<file path="src/pttt_pkg.sv">
`default_nettype none
package pttt_pkg;

  typedef enum logic [1:0] {
    ACT_ADD    = 2'd0,
    ACT_REMOVE = 2'd1,
    ACT_CHECK  = 2'd2,
    ACT_SHIFT  = 2'd3
  } action_e;

  typedef enum logic [2:0] {
    ST_OK          = 3'd0,
    ST_NULL_ID     = 3'd1,
    ST_NULL_PERIOD = 3'd2,
    ST_FULL        = 3'd3,
    ST_NONE_DUE    = 3'd4
  } status_e;

  localparam int unsigned MaxResults = 16;

  typedef struct packed {
    logic [1:0]  action;
    logic [7:0]  task_id;
    logic [31:0] now_ms;
    logic [31:0] offset_ms;
    logic [31:0] period_ms;
    logic [31:0] shift_ms;
  } in_item_t;

  typedef struct packed {
    logic [7:0] due_task_id;
    logic [3:0] slot;
    logic [2:0] status;
    logic       last;
  } out_item_t;

  // Shared datapath operations
  typedef enum logic [1:0] {
    OP_ADD = 2'd0,
    OP_SUB = 2'd1
  } alu_op_e;

  typedef struct packed {
    alu_op_e     op;
    logic [31:0] a;
    logic [31:0] b;
  } alu_req_t;

  typedef struct packed {
    logic [31:0] sum;
    logic        borrow;
  } alu_rsp_t;

endpackage
`default_nettype wire

</file>
<file path="src/pttt_stream_if.sv">
`default_nettype none
interface pttt_stream_if #(
  parameter type T = logic
);
  logic valid;
  logic ready;
  T     data;
  modport source (output valid, output data, input ready);
  modport sink   (input valid, input data, output ready);
endinterface
`default_nettype wire

</file>
<file path="src/pttt_ram.sv">
`default_nettype none
module pttt_ram #(
  parameter int unsigned Width = 32,
  parameter int unsigned Depth = 16
) (
  input  wire logic                     clk_i,
  input  wire logic                     we_i,
  input  wire logic [$clog2(Depth)-1:0] waddr_i,
  input  wire logic [Width-1:0]         wdata_i,
  input  wire logic [$clog2(Depth)-1:0] raddr_i,
  output logic      [Width-1:0]         rdata_o
);
  logic [Width-1:0] mem_q [Depth];

  // Write port and registered read
  always_ff @(posedge clk_i) begin
    if (we_i) begin
      mem_q[waddr_i] <= wdata_i;
    end
    rdata_o <= mem_q[raddr_i];
  end
endmodule
`default_nettype wire

</file>
<file path="src/pttt_alu.sv">
`default_nettype none
module pttt_alu (
  input  wire pttt_pkg::alu_req_t req_i,
  output pttt_pkg::alu_rsp_t      rsp_o
);
  import pttt_pkg::*;
  logic [32:0] res;

  // One adder/subtractor shared by add, shift and check
  always_comb begin
    case (req_i.op)
      OP_SUB:  res = {1'b0, req_i.a} - {1'b0, req_i.b};
      default: res = {1'b0, req_i.a} + {1'b0, req_i.b};
    endcase
    rsp_o.sum    = res[31:0];
    rsp_o.borrow = res[32];
  end
endmodule
`default_nettype wire

</file>
<file path="src/periodic_task_timer_table.sv">
`default_nettype none
// Periodic timer table. An item is one action (add, remove, check, shift)
// against a table of MAX_TIMERS timers held in small RAMs. A sequencer walks
// the table one entry at a time, reading the id, due and period RAMs and
// running a single 32-bit adder/subtractor for due+period, due-now and the
// min compares. Add scans up for a free slot, remove walks every entry,
// shift walks the live entries, and check walks the live entries from the
// top slot down; a rejected add or a check before the cached time ends at
// once. Each overdue beat is held back in a register so the final one can
// carry last, and the block takes no new item until the last result beat
// is taken.
module periodic_task_timer_table #(
  parameter int unsigned MAX_TIMERS = 16
) (
  input  wire logic clk_i,
  input  wire logic rst_ni,
  pttt_stream_if.sink   in_i,
  pttt_stream_if.source out_o
);
  import pttt_pkg::*;

  localparam int unsigned IdxW = (MAX_TIMERS > 1) ? $clog2(MAX_TIMERS) : 1;
  localparam int unsigned CntW = $clog2(MaxResults + 1);

  typedef enum logic [8:0] {
    S_IDLE  = 9'b000000001,
    S_READ  = 9'b000000010,
    S_WAIT  = 9'b000000100,
    S_CMP   = 9'b000001000,
    S_ADV   = 9'b000010000,
    S_MIN   = 9'b000100000,
    S_ADDW  = 9'b001000000,
    S_EMIT  = 9'b010000000,
    S_FINAL = 9'b100000000
  } state_e;

  state_e           state_q, state_d;
  in_item_t         item_q;
  logic [IdxW-1:0]  idx_q, idx_d;
  logic [MAX_TIMERS-1:0] valid_q, valid_d;
  logic [31:0]      next_chk_q, next_chk_d;
  logic [31:0]      run_min_q, run_min_d;
  logic [31:0]      t_q, t_d;
  logic [CntW-1:0]  n_q, n_d;
  out_item_t        out_q, out_d;
  logic             out_vld_q, out_vld_d;
  out_item_t        held_q, held_d;

  // RAM ports
  logic            we_id, we_due, we_per;
  logic [IdxW-1:0] waddr, raddr;
  logic [31:0]     wdue;
  logic [7:0]      rid;
  logic [31:0]     rdue, rper;

  pttt_ram #(.Width(8), .Depth(1 << IdxW)) u_id (
    .clk_i, .we_i(we_id), .waddr_i(waddr), .wdata_i(item_q.task_id),
    .raddr_i(raddr), .rdata_o(rid));
  pttt_ram #(.Width(32), .Depth(1 << IdxW)) u_due (
    .clk_i, .we_i(we_due), .waddr_i(waddr), .wdata_i(wdue),
    .raddr_i(raddr), .rdata_o(rdue));
  pttt_ram #(.Width(32), .Depth(1 << IdxW)) u_per (
    .clk_i, .we_i(we_per), .waddr_i(waddr), .wdata_i(item_q.period_ms),
    .raddr_i(raddr), .rdata_o(rper));

  alu_req_t alu_req;
  alu_rsp_t alu_rsp;
  pttt_alu u_alu (.req_i(alu_req), .rsp_o(alu_rsp));

  localparam logic [IdxW-1:0] LastIdx = IdxW'(MAX_TIMERS - 1);
  logic                       act_down;
  logic [IdxW-1:0]            idx_step;
  logic                       at_end;

  assign in_i.ready   = (state_q == S_IDLE) && !out_vld_q;
  assign out_o.valid  = out_vld_q;
  assign out_o.data   = out_q;
  assign raddr        = idx_q;
  assign waddr        = idx_q;
  assign act_down     = (item_q.action == ACT_CHECK);
  assign idx_step     = act_down ? idx_q - 1'b1 : idx_q + 1'b1;
  assign at_end       = act_down ? (idx_q == '0) : (idx_q == LastIdx);

  // Sequencer
  always_comb begin
    state_d     = state_q;
    idx_d       = idx_q;
    valid_d     = valid_q;
    next_chk_d  = next_chk_q;
    run_min_d   = run_min_q;
    t_d         = t_q;
    n_d         = n_q;
    out_d       = out_q;
    out_vld_d   = out_vld_q;
    held_d      = held_q;
    we_id = 1'b0; we_due = 1'b0; we_per = 1'b0;
    wdue        = alu_rsp.sum;
    alu_req     = '{op: OP_ADD, a: t_q, b: rper};

    if (out_vld_q && out_o.ready) begin
      out_vld_d = 1'b0;
    end

    case (state_q)
      S_IDLE: begin
        if (in_i.valid && in_i.ready) begin
          n_d       = '0;
          run_min_d = '0;
          case (action_e'(in_i.data.action))
            ACT_CHECK: begin
              idx_d   = LastIdx;
              state_d = S_READ;
            end
            default: begin
              idx_d   = '0;
              state_d = S_READ;
            end
          endcase
        end
      end
      S_READ: begin
        // Check before the cached time ends at once
        if (item_q.action == ACT_CHECK && item_q.now_ms < next_chk_q) begin
          out_d   = '{due_task_id: 8'd0, slot: 4'd0, status: ST_NONE_DUE, last: 1'b1};
          out_vld_d = 1'b1;
          state_d = S_IDLE;
        end else if (item_q.action == ACT_ADD) begin
          if (item_q.task_id == 8'd0 || item_q.period_ms == 32'd0 || &valid_q) begin
            out_d.due_task_id = 8'd0;
            out_d.slot   = 4'd0;
            out_d.last   = 1'b1;
            out_d.status = (item_q.task_id == 8'd0) ? ST_NULL_ID :
                           (item_q.period_ms == 32'd0) ? ST_NULL_PERIOD : ST_FULL;
            out_vld_d = 1'b1;
            state_d = S_IDLE;
          end else if (!valid_q[idx_q]) begin
            state_d = S_ADDW;
          end else begin
            idx_d = idx_q + 1'b1;
          end
        end else if (item_q.action == ACT_REMOVE) begin
          state_d = S_WAIT;
        end else begin
          state_d = valid_q[idx_q] ? S_WAIT : S_MIN;
          if (!valid_q[idx_q]) state_d = at_end ? S_FINAL : S_READ;
          if (!valid_q[idx_q] && !at_end) idx_d = idx_step;
        end
      end
      S_WAIT: begin
        // RAM data now valid
        if (item_q.action == ACT_REMOVE) begin
          if (valid_q[idx_q] && rid == item_q.task_id) valid_d[idx_q] = 1'b0;
          if (at_end) state_d = S_FINAL;
          else begin idx_d = idx_step; state_d = S_READ; end
        end else if (item_q.action == ACT_SHIFT) begin
          alu_req = '{op: OP_SUB, a: rdue, b: item_q.shift_ms};
          we_due  = 1'b1;
          wdue    = alu_rsp.borrow ? 32'd0 : alu_rsp.sum;
          if (at_end) state_d = S_FINAL;
          else begin idx_d = idx_step; state_d = S_READ; end
        end else begin
          t_d     = rdue;
          state_d = S_CMP;
        end
      end
      S_CMP: begin
        // Strictly overdue when due - now borrows
        alu_req = '{op: OP_SUB, a: t_q, b: item_q.now_ms};
        if (alu_rsp.borrow && n_q < CntW'(MaxResults)) state_d = S_ADV;
        else state_d = S_MIN;
      end
      S_ADV: begin
        alu_req = '{op: OP_ADD, a: t_q, b: rper};
        we_due  = 1'b1;
        t_d     = alu_rsp.sum;
        n_d     = n_q + 1'b1;
        state_d = S_EMIT;
      end
      S_EMIT: begin
        // After the first overdue beat, send the previously held beat once the output is free; then hold this one
        if (n_q == CntW'(1)) begin
          held_d  = '{due_task_id: rid, slot: 4'(idx_q), status: ST_OK, last: 1'b0};
          state_d = S_MIN;
        end else if (!out_vld_q || out_o.ready) begin
          out_d     = held_q;
          out_vld_d = 1'b1;
          held_d    = '{due_task_id: rid, slot: 4'(idx_q), status: ST_OK, last: 1'b0};
          state_d   = S_MIN;
        end
      end
      S_MIN: begin
        alu_req = '{op: OP_SUB, a: t_q, b: run_min_q};
        if (run_min_q == 32'd0 || alu_rsp.borrow) run_min_d = t_q;
        if (at_end) state_d = S_FINAL;
        else begin idx_d = idx_step; state_d = S_READ; end
      end
      S_ADDW: begin
        alu_req = '{op: OP_ADD, a: item_q.now_ms, b: item_q.offset_ms};
        we_id = 1'b1; we_due = 1'b1; we_per = 1'b1;
        valid_d[idx_q] = 1'b1;
        if (alu_rsp.sum < next_chk_q) next_chk_d = alu_rsp.sum;
        out_d   = '{due_task_id: 8'd0, slot: 4'(idx_q), status: ST_OK, last: 1'b1};
        out_vld_d = 1'b1;
        state_d = S_IDLE;
      end
      S_FINAL: begin
        if (!out_vld_q || out_o.ready) begin
          if (item_q.action == ACT_CHECK) begin
            next_chk_d = run_min_q;
            if (n_q == '0) begin
              out_d = '{due_task_id: 8'd0, slot: 4'd0, status: ST_NONE_DUE, last: 1'b1};
            end else begin
              out_d      = held_q;
              out_d.last = 1'b1;
            end
            out_vld_d = 1'b1;
          end else begin
            if (item_q.action == ACT_SHIFT) next_chk_d = '0;
            out_d = '{due_task_id: 8'd0, slot: 4'd0, status: ST_OK, last: 1'b1};
            out_vld_d = 1'b1;
          end
          state_d = S_IDLE;
        end
      end
      default: state_d = S_IDLE;
    endcase
  end

  always_ff @(posedge clk_i or negedge rst_ni) begin
    if (!rst_ni) begin
      state_q     <= S_IDLE;
      valid_q     <= '0;
      next_chk_q  <= '0;
      out_vld_q   <= 1'b0;
      n_q         <= '0;
    end else begin
      state_q     <= state_d;
      valid_q     <= valid_d;
      next_chk_q  <= next_chk_d;
      out_vld_q   <= out_vld_d;
      n_q         <= n_d;
    end
  end

  always_ff @(posedge clk_i) begin
    if (in_i.valid && in_i.ready) item_q <= in_i.data;
    idx_q     <= idx_d;
    run_min_q <= run_min_d;
    t_q       <= t_d;
    out_q     <= out_d;
    held_q    <= held_d;
  end

  // Hold the result payload while stalled
  assert property (@(posedge clk_i) disable iff (!rst_ni)
    out_vld_q && !out_o.ready |=> $stable(out_q))
    else $error("result changed while stalled");
  assert property (@(posedge clk_i) disable iff (!rst_ni)
    in_i.ready |-> state_q == S_IDLE)
    else $error("ready outside idle");
  assert property (@(posedge clk_i) disable iff (!rst_ni)
    n_q <= CntW'(MaxResults))
    else $error("result count overflow");
endmodule
`default_nettype wire

</file>
<file path="src/flat_wrapper.sv">
// flat-port wrapper written by rule: the top's interface ports become plain ports
module periodic_task_timer_table_flat import pttt_pkg::*;
#(
  parameter int unsigned MAX_TIMERS = 16
)
  (clk_i, rst_ni, in_i_valid, in_i_data, in_i_ready, out_o_valid, out_o_data, out_o_ready);
  pttt_stream_if #(.T(in_item_t)) in_i_i ();
  pttt_stream_if #(.T(out_item_t)) out_o_i ();
  input  wire logic clk_i;
  input  wire logic rst_ni;
  input wire logic [$bits(in_i_i.valid)-1:0] in_i_valid;
  input wire logic [$bits(in_i_i.data)-1:0] in_i_data;
  output wire logic [$bits(in_i_i.ready)-1:0] in_i_ready;
  output wire logic [$bits(out_o_i.valid)-1:0] out_o_valid;
  output wire logic [$bits(out_o_i.data)-1:0] out_o_data;
  input wire logic [$bits(out_o_i.ready)-1:0] out_o_ready;
  assign in_i_i.valid = in_i_valid;
  assign in_i_i.data = in_i_data;
  assign in_i_ready = in_i_i.ready;
  assign out_o_valid = out_o_i.valid;
  assign out_o_data = out_o_i.data;
  assign out_o_i.ready = out_o_ready;
  periodic_task_timer_table #(.MAX_TIMERS(MAX_TIMERS)) u_core (.clk_i(clk_i), .rst_ni(rst_ni), .in_i(in_i_i), .out_o(out_o_i));
endmodule
</file>
<file path="config.mk">
export PLATFORM = sky130hd
export DESIGN_NAME = periodic_task_timer_table_flat
export DESIGN_NICKNAME = d
export VERILOG_FILES = /design/src/pttt_pkg.sv /design/src/pttt_stream_if.sv /design/src/pttt_ram.sv /design/src/pttt_alu.sv /design/src/periodic_task_timer_table.sv /design/src/flat_wrapper.sv
export SDC_FILE = /design/constraint.sdc
export NUM_CORES = 2
export LEC_CHECK = 0
export ABC_AREA = 0
export ABC_CLOCK_PERIOD_IN_PS = 7000
export BUFFER_PORTS_ARGS = -buffer_cell sky130_fd_sc_hd__buf_2
export CAP_MARGIN = 20
export CORE_MARGIN = 3
export CORE_UTILIZATION = 40
export CTS_CLUSTER_DIAMETER = 150
export DETAILED_ROUTE_END_ITERATION = 10
export PLACE_DENSITY = 0.53
export RECOVER_POWER = 100
export SYNTH_ARGS = -nofsm -noshare
export SYNTH_HDL_FRONTEND = slang
export SYNTH_SLANG_ARGS = --single-unit
</file>
<file path="constraint.sdc">
create_clock -name clk_i -period 7 [get_ports clk_i]
set_input_delay 1.4 -clock clk_i [delete_from_list [all_inputs] [get_ports clk_i]]
set_output_delay 1.4 -clock clk_i [all_outputs]
set_load 0.03 [all_outputs]
</file>
### Yosys cells after proc, flatten, opt, wreduce, memory -nomap -nowiden

Memories as Yosys holds them, arrays and structs flattened. A register that Yosys moved wholly into a read port is not among the register bits.
Index checks and enable logic that the tools add are counted.

| operators by class | value |
|---|---|
| add/sub/neg operators | 5 |
| $mul | 0 |
| div/mod/pow operators | 0 |
| $lt $le $gt $ge | 5 |
| eq/ne operators | 38 |
| shift operators | 0 |
| mux-type cells | 85 |
| bitwise gates (word level) | 3 |
| reduce and logical (&&, ||, !) cells | 40 |

Operator list:

| kind | number |
|---|---|
| $mux 32 | 12 |
| $pmux 66 s4 | 1 |
| $mux 16 | 12 |
| $pmux 32 s2 | 3 |
| $mux 9 | 13 |
| $pmux 9 s8 | 1 |
| $mux 66 | 1 |
| $mux 65 | 1 |
| $logic_not 32->1 | 2 |
| $lt 32x32->1 | 2 |
| $pmux 16 s4 | 1 |
| $mux 4 | 12 |
| $add 32x32->33 | 1 |
| $mux 33 | 1 |
| $sub 32x32->33 | 1 |
| $pmux 16 s2 | 1 |
| $ne 3x1->1 const B | 6 |
| $mux 1 | 17 |
| $and 16x16->16 | 1 |
| $not 16->16 | 1 |
| $or 16x16->16 | 1 |
| $pmux 4 s4 | 1 |
| $reduce_and 16->1 | 1 |
| $ne 2x1->1 const B | 6 |
| 47 further kinds | 77 |

| word-level totals | value |
|---|---|
| register bits | 297 |
| latch bits | 0 |
| memory bits (writable) | 1152 |
| ROM bits | 0 |
| input bits | 142 |
| output and inout port bits | 18 |
| logic and storage cells | 199 |
| memories kept | 3 |

Memory list:

| name | depth | bits a word | rd ports | clocked after memory_dff | write ports | line | source |
|---|---|---|---|---|---|---|---|
| u_core.u_due.mem_q | 16 | 32 | 1 | 1 | 1 | pttt_ram.sv:13 | `logic [Width-1:0] mem_q [Depth];` |
| u_core.u_per.mem_q | 16 | 32 | 1 | 1 | 1 | pttt_ram.sv:13 |  |
| u_core.u_id.mem_q | 16 | 8 | 1 | 1 | 1 | pttt_ram.sv:13 |  |

### Longest topological paths before layout

| depth | value |
|---|---|
| depth after elaboration | 10 |
| mapped depth | 36 |
| mapped depth without buffers | 33 |

### Cells and area by module

From an unflattened synthesis, not the netlist that was laid out.

| unflattened totals | value |
|---|---|
| cells, all modules | 3598 |
| area total of the unflattened synthesis | 61954.4 µm² |

By module, submodules not included:

| module | times used | cells each | area an instance (µm²) | seq. area each (µm²) |
|---|---|---|---|---|
| pttt_ram at u_core.u_due | 1 | 838 | 19854.0 | 16015.4 |
| pttt_ram at u_core.u_per | 1 | 838 | 19835.3 | 16015.4 |
| periodic_task_timer_table | 1 | 1329 | 14597.8 | 8604.5 |
| pttt_ram at u_core.u_id | 1 | 229 | 5147.4 | 4003.8 |
| pttt_alu | 1 | 364 | 2519.9 | 0.0 |

### Worst setup path before layout

Ideal clock, no wire load.

| timing path | value |
|---|---|
| path type | reg2reg |
| from | register u_core.state_q[2] |
| to | register u_core.next_chk_q[20] |
| library setup time | 119 ps |
| arrival time | 7208 ps |
| setup slack | -327 ps |
| stages on the path, launching flop included | 35 |
| path buffers | 7 |
| period minus slack after synthesis | 7327 ps |
| cells stage by stage | dfrtp_1 > clkbuf_1 > nor4b_1 > and3_1 > clkbuf_1 > buf_1 > clkbuf_1 > or3_1 > clkbuf_1 > clkbuf_1 > nor2_1 > xor2_1 > ha_1 > o21a_1 > o31a_1 > o21ai_0 > a211oi_1 > a311o_1 > a21o_1 > and2_1 > a2111o_1 > and3_1 > or2_2 > inv_1 > ha_1 > a21oi_1 > nor2b_1 > o21ai_0 > o21ai_0 > nor2_1 > o311ai_0 > nand2_1 > clkbuf_1 > o211ai_1 > o21a_1 |

| on the way | value |
|---|---|
| cells in the longest elaborated chain, start to end | 7 |
| elaborated cells between the ends (all ways) | 18 |
| classes of those cells | add/sub (2); order compare (1); eq/ne (9); mux (4); reduce/logical (2) |

Ends and longest elaborated chain:

| what | line | source |
|---|---|---|
| start: declaration | periodic_task_timer_table.sv:37 | `state_e state_q, state_d;` |
| start signal: assignment | periodic_task_timer_table.sv:237 | `state_q <= state_d;` |
| $eq 9x7->1, or another cell as far along | periodic_task_timer_table.sv:104 | `case (state_q)` |
| $pmux 66 s4 | periodic_task_timer_table.sv:104 |  |
| $add 32x32->33, or another cell as far along | pttt_alu.sv:13 | `default: res = {1'b0, req_i.a} + {1'b0, req_i.b};` |
| $mux 33 | pttt_alu.sv:11 | `case (req_i.op)` |
| $lt 32x32->1 | periodic_task_timer_table.sv:201 | `if (alu_rsp.sum < next_chk_q) next_chk_d = alu_rsp.sum;` |
| $ne 2x1->1 (no source line) | n/a |  |
| $reduce_and 4->1 (no source line) | n/a |  |
| end signal: assignment | periodic_task_timer_table.sv:239 | `next_chk_q <= next_chk_d;` |
| end: declaration | periodic_task_timer_table.sv:41 | `logic [31:0] next_chk_q, next_chk_d;` |

Parallel ways exist; a longest one is shown, timed or not. The select of a mux whose other input is x is not followed.
A chain may end at the register's enable or synchronous reset.

### Worst setup path after layout

| timing path | value |
|---|---|
| from | register u_core.state_q[0] |
| to | register u_core.next_chk_q[14] |

The elaborated chain is that of the path after synthesis.

==> impl_results.md <==
* Worst slew margin at -181.0%
* Total GRT Usage at 22.09%
* Crit Reg-Reg Endpoint: u_core.next_chk_q[14]
* DRT Pass-1 Iters at 10
* Initial antenna violation count at 9
* CTS buffer count at 162
* Pin count of the biggest net entering global routing at 123
* Post-route minimum period at 7115 ps
* Hpwl dp at roughly 100000 um
* Final hold violations at 0
* Largest cells by area after synthesis: edfxtp_1 68%, mux4_2 13%, dfrtp_1 2.5%
* Clock power frac at about a quarter
* # port buffers at 159
* Synth warn at 0
* Sw Ratio at 31.76%
* Core Region at about 150000 um2
* Crit-path max FO at 5
* Post-synth EDFFs at between 1000 and 1500
* First-pass GRT wire length at around 250000 um
* Worst slew pin tran at ~4200 ps
* CP max-delay cell: or4_4
* Setup Skew at 37.23 ps
* RSZ-0062 raised after global routing: yes
* Residual DRC count at 0
* FF-to-FF path depth at 32
* Placed cells at around 5700
* Avg Cell Area, Syn at 18.38 um2
* GPL Wtd Cong at 0.8765
* Dpl cell area at 66800 um2
* Register area share after synthesis at 72.62%
* Critical Path Start Type: flop
* H-tree levels at 4
* Die Area at 158400 um2
* Hold buffers post-CTS at 0
* CTS tree: built
* Seq pwr share at about two fifths
* Synth top area share at 67.71%
* VDD IR-drop max at 0.3318 mV
* Worst-path clk slew at roughly 60 ps
* Internal at ~22000 uW
* Fin Hold WS at 451.5 ps
* Syn Inst Count at 3344
* Top_reg_cell synth: edfxtp_1
* Syn nets at 3589
* Worst skew pair latency at 800 ps
* Worst Setup SP: u_core.state_q[0]
* Commonest non-fill, non-tap cells in the layout: 1386 x edfxtp_1, 365 x mux4_2, 264 x buf_4
* Worst slack at placement at -442.9 ps
* Fin area at 72700 um2
* WL/cell at ~29 um
* Crit path required time at 7700 ps
* Synth Cell Area at 61470 um2
* Root buffer cell: clkbuf_16
* Final setup violation count at 22
* Crit-path leading delay family: simple AND/OR/NAND/NOR gates
* Routed WL at ~180000 um
* Reg-to-reg slack, setup at -110 ps
* Nets at 4068
* Crit Path Category: flop to flop
* Clk buf depth at 3
* GRT overflow at 0
* Area Overhead vs Synth at 18.28%
* Most common cell after layout, fill and taps aside: edfxtp_1
* Synth async-reset ratio at 4.142%
* Power per cell area at between 400 and 500 nW/um2
* Buf+Inv Stages, Crit Path at 6
* FP Rows at 143
* P_sw at 10040 uW
* Fillers at 12845
* Area leader, netlist: edfxtp_1
* Max-cap violation count at 27
* Combinational fraction of design power at 31.9%
* Post-route setup slack at -114.8 ps
* Max Freq at 0.1406 GHz
* Critical path endpoint: u_core.next_chk_q[14]
* Library cells used by synthesis at a little over 80
* Layout cells sized above 1 at between 20% and 30%
* WP depth at 32
* CP max stage delay at 530 ps
* Die width at 398 um
* Initial Utilization at about two fifths
* R2R Path Start: u_core.state_q[0]
* Failing checks: capacitance limit, slew limit, setup timing
* Initial DRC count at around 3500
* Static Leak at 0.02452 uW
* Min-Delay Path Class: flop to flop
* Vias per cell at 5.645
* Status: finished with violations
* Final cycle utilization of the critical path at 101.6%
* CP Data Arrival Time at 7810 ps
* CP endpoint kind: flop
* Pins over their slew limit at between 900 and 1000
* Vias at 33841
* Layout Utilization at 47.75%
* Hold path depth at 0
* Synthesis-stage register bit count at 1521
* Clk sinks at about 1500
* Vias in the first global route at 34006
* Ports at 160
* Post-route ant nets at 0
* Die Height at slightly below 400 um
* Non-Filler Instances at 5995
==> cell type report <==
cell class / instances / area, um2 / area share, %
clock buffers: 218 / 4407 / 6.061
flip-flops and latches: 1521 / 44640 / 61.40
clock inverters: 85 / 857.1 / 1.179
repair buffers: 479 / 3316 / 4.560
diodes: 3 / 7.507 / 0.01033
multi-input cells: 1575 / 16620 / 22.86
inverters: 84 / 316.6 / 0.4354
well taps: 2030 / 2540 / 3.494
==> flip-flops by register name, summed over array words and instances, names as in the netlist, named ones only <==
| register | cells |
|---|---|
| u_core.out_o.data | 16 |
| u_core.state_q | 9 |
| u_core.t_q | 32 |
| u_core.out_o.valid | 1 |
| u_core.run_min_q | 32 |
| u_core.u_per.rdata_o | 32 |
| u_core.u_due.rdata_o | 32 |
| u_core.next_chk_q | 32 |
| u_core.u_id.mem_q | 128 |
| u_core.item_q | 138 |
| u_core.u_per.mem_q | 512 |
| u_core.held_q | 12 |
| u_core.u_id.rdata_o | 8 |
| u_core.u_due.mem_q | 512 |
| u_core.n_q | 5 |
| u_core.idx_q | 4 |
==> per-stage QoR <==
step                power, uW  TNS, ps
finish                  31610   -726.4
global route            33150   -17750
CTS                     31390   -993.6
detailed placement      22700   -10740
global placement        22680    -6898
floorplan               18440        0
==> cells in the mapped netlist (10+ instances only) <==
| library cell | number |
|---|---|
| dfxtp_1 | 72 |
| mux4_2 | 365 |
| and3_1 | 12 |
| nor2_1 | 131 |
| inv_1 | 84 |
| nand2_1 | 210 |
| a22oi_1 | 50 |
| ha_1 | 102 |
| clkbuf_1 | 132 |
| nor4_1 | 22 |
| o21ai_0 | 147 |
| nand4_1 | 28 |
| dfrtp_1 | 62 |
| edfxtp_1 | 1386 |
| a21oi_1 | 77 |
| nor2b_1 | 19 |
| buf_1 | 28 |
| a211oi_1 | 11 |
| xnor2_1 | 34 |
| a22o_1 | 18 |
| a31oi_1 | 16 |
| nor3_1 | 18 |
| nand3_1 | 57 |
| xor2_1 | 38 |
| a21o_1 | 23 |
| and2_1 | 48 |
| o21a_1 | 10 |
| nand2b_1 | 14 |
| a221oi_1 | 10 |
==> worst min path at each step <==
stage	startpoint	endpoint	slack, ps
6_report	u_core.u_id.rdata_o[2]	u_core.held_q[10]	450
5_1_grt	u_core.u_id.rdata_o[2]	u_core.held_q[10]	470
2_1_floorplan	u_core.idx_q[3]	u_core.held_q[7]	420
3_5_place_dp	u_core.u_id.rdata_o[2]	u_core.held_q[10]	440
3_3_place_gp	u_core.u_id.rdata_o[3]	u_core.held_q[11]	440
4_1_cts	u_core.u_id.rdata_o[2]	u_core.held_q[10]	450
==> repair_timing <==
item,CTS,global route
pin swaps,27,44
hold endpoints to repair,0,0
endpoints found under the setup margin,32,481
gates cloned,2,2
gates resized for setup,58,73
buffers inserted,16,16
==> power groups by stage <==
stage | registers (uW) | logic [uW] | clock network [uW]
final | 13100 | 10100 | 8430
after global routing | 13100 | 11000 | 8990
after CTS | 13000 | 9730 | 8620
after detailed placement | 13200 | 9480 | 0
after global placement | 13200 | 9460 | 0
after floorplan | 12700 | 5720 | 0
==> cells by family (layout without fill, tap and decap cells) <==
family                     after synthesis  in the layout  synth area share (%)
DFF                                   1521           1521                 72.62
and+or+nand+nor                        599            599                 4.688
AOI/OAI and AO/OA                      430            430                 4.535
muxes                                  371            371                 13.48
buffers and inverters                  248            866                 1.543
adders and majority gates              103            103                 2.109
xor gates and xnor gates                72             72                 1.026
other                                    0              3                     0
==> metal layers <==
metal	track usage, %	up-vias	share of wire [%]
li1	-	14466	-
met1	32.10	18008	44
met2	33.89	1154	46
met3	5.127	209	7.6
met4	5.202	4	1.9
met5	0	-	0.019
Note: power is estimated with default switching activity, not from simulation.
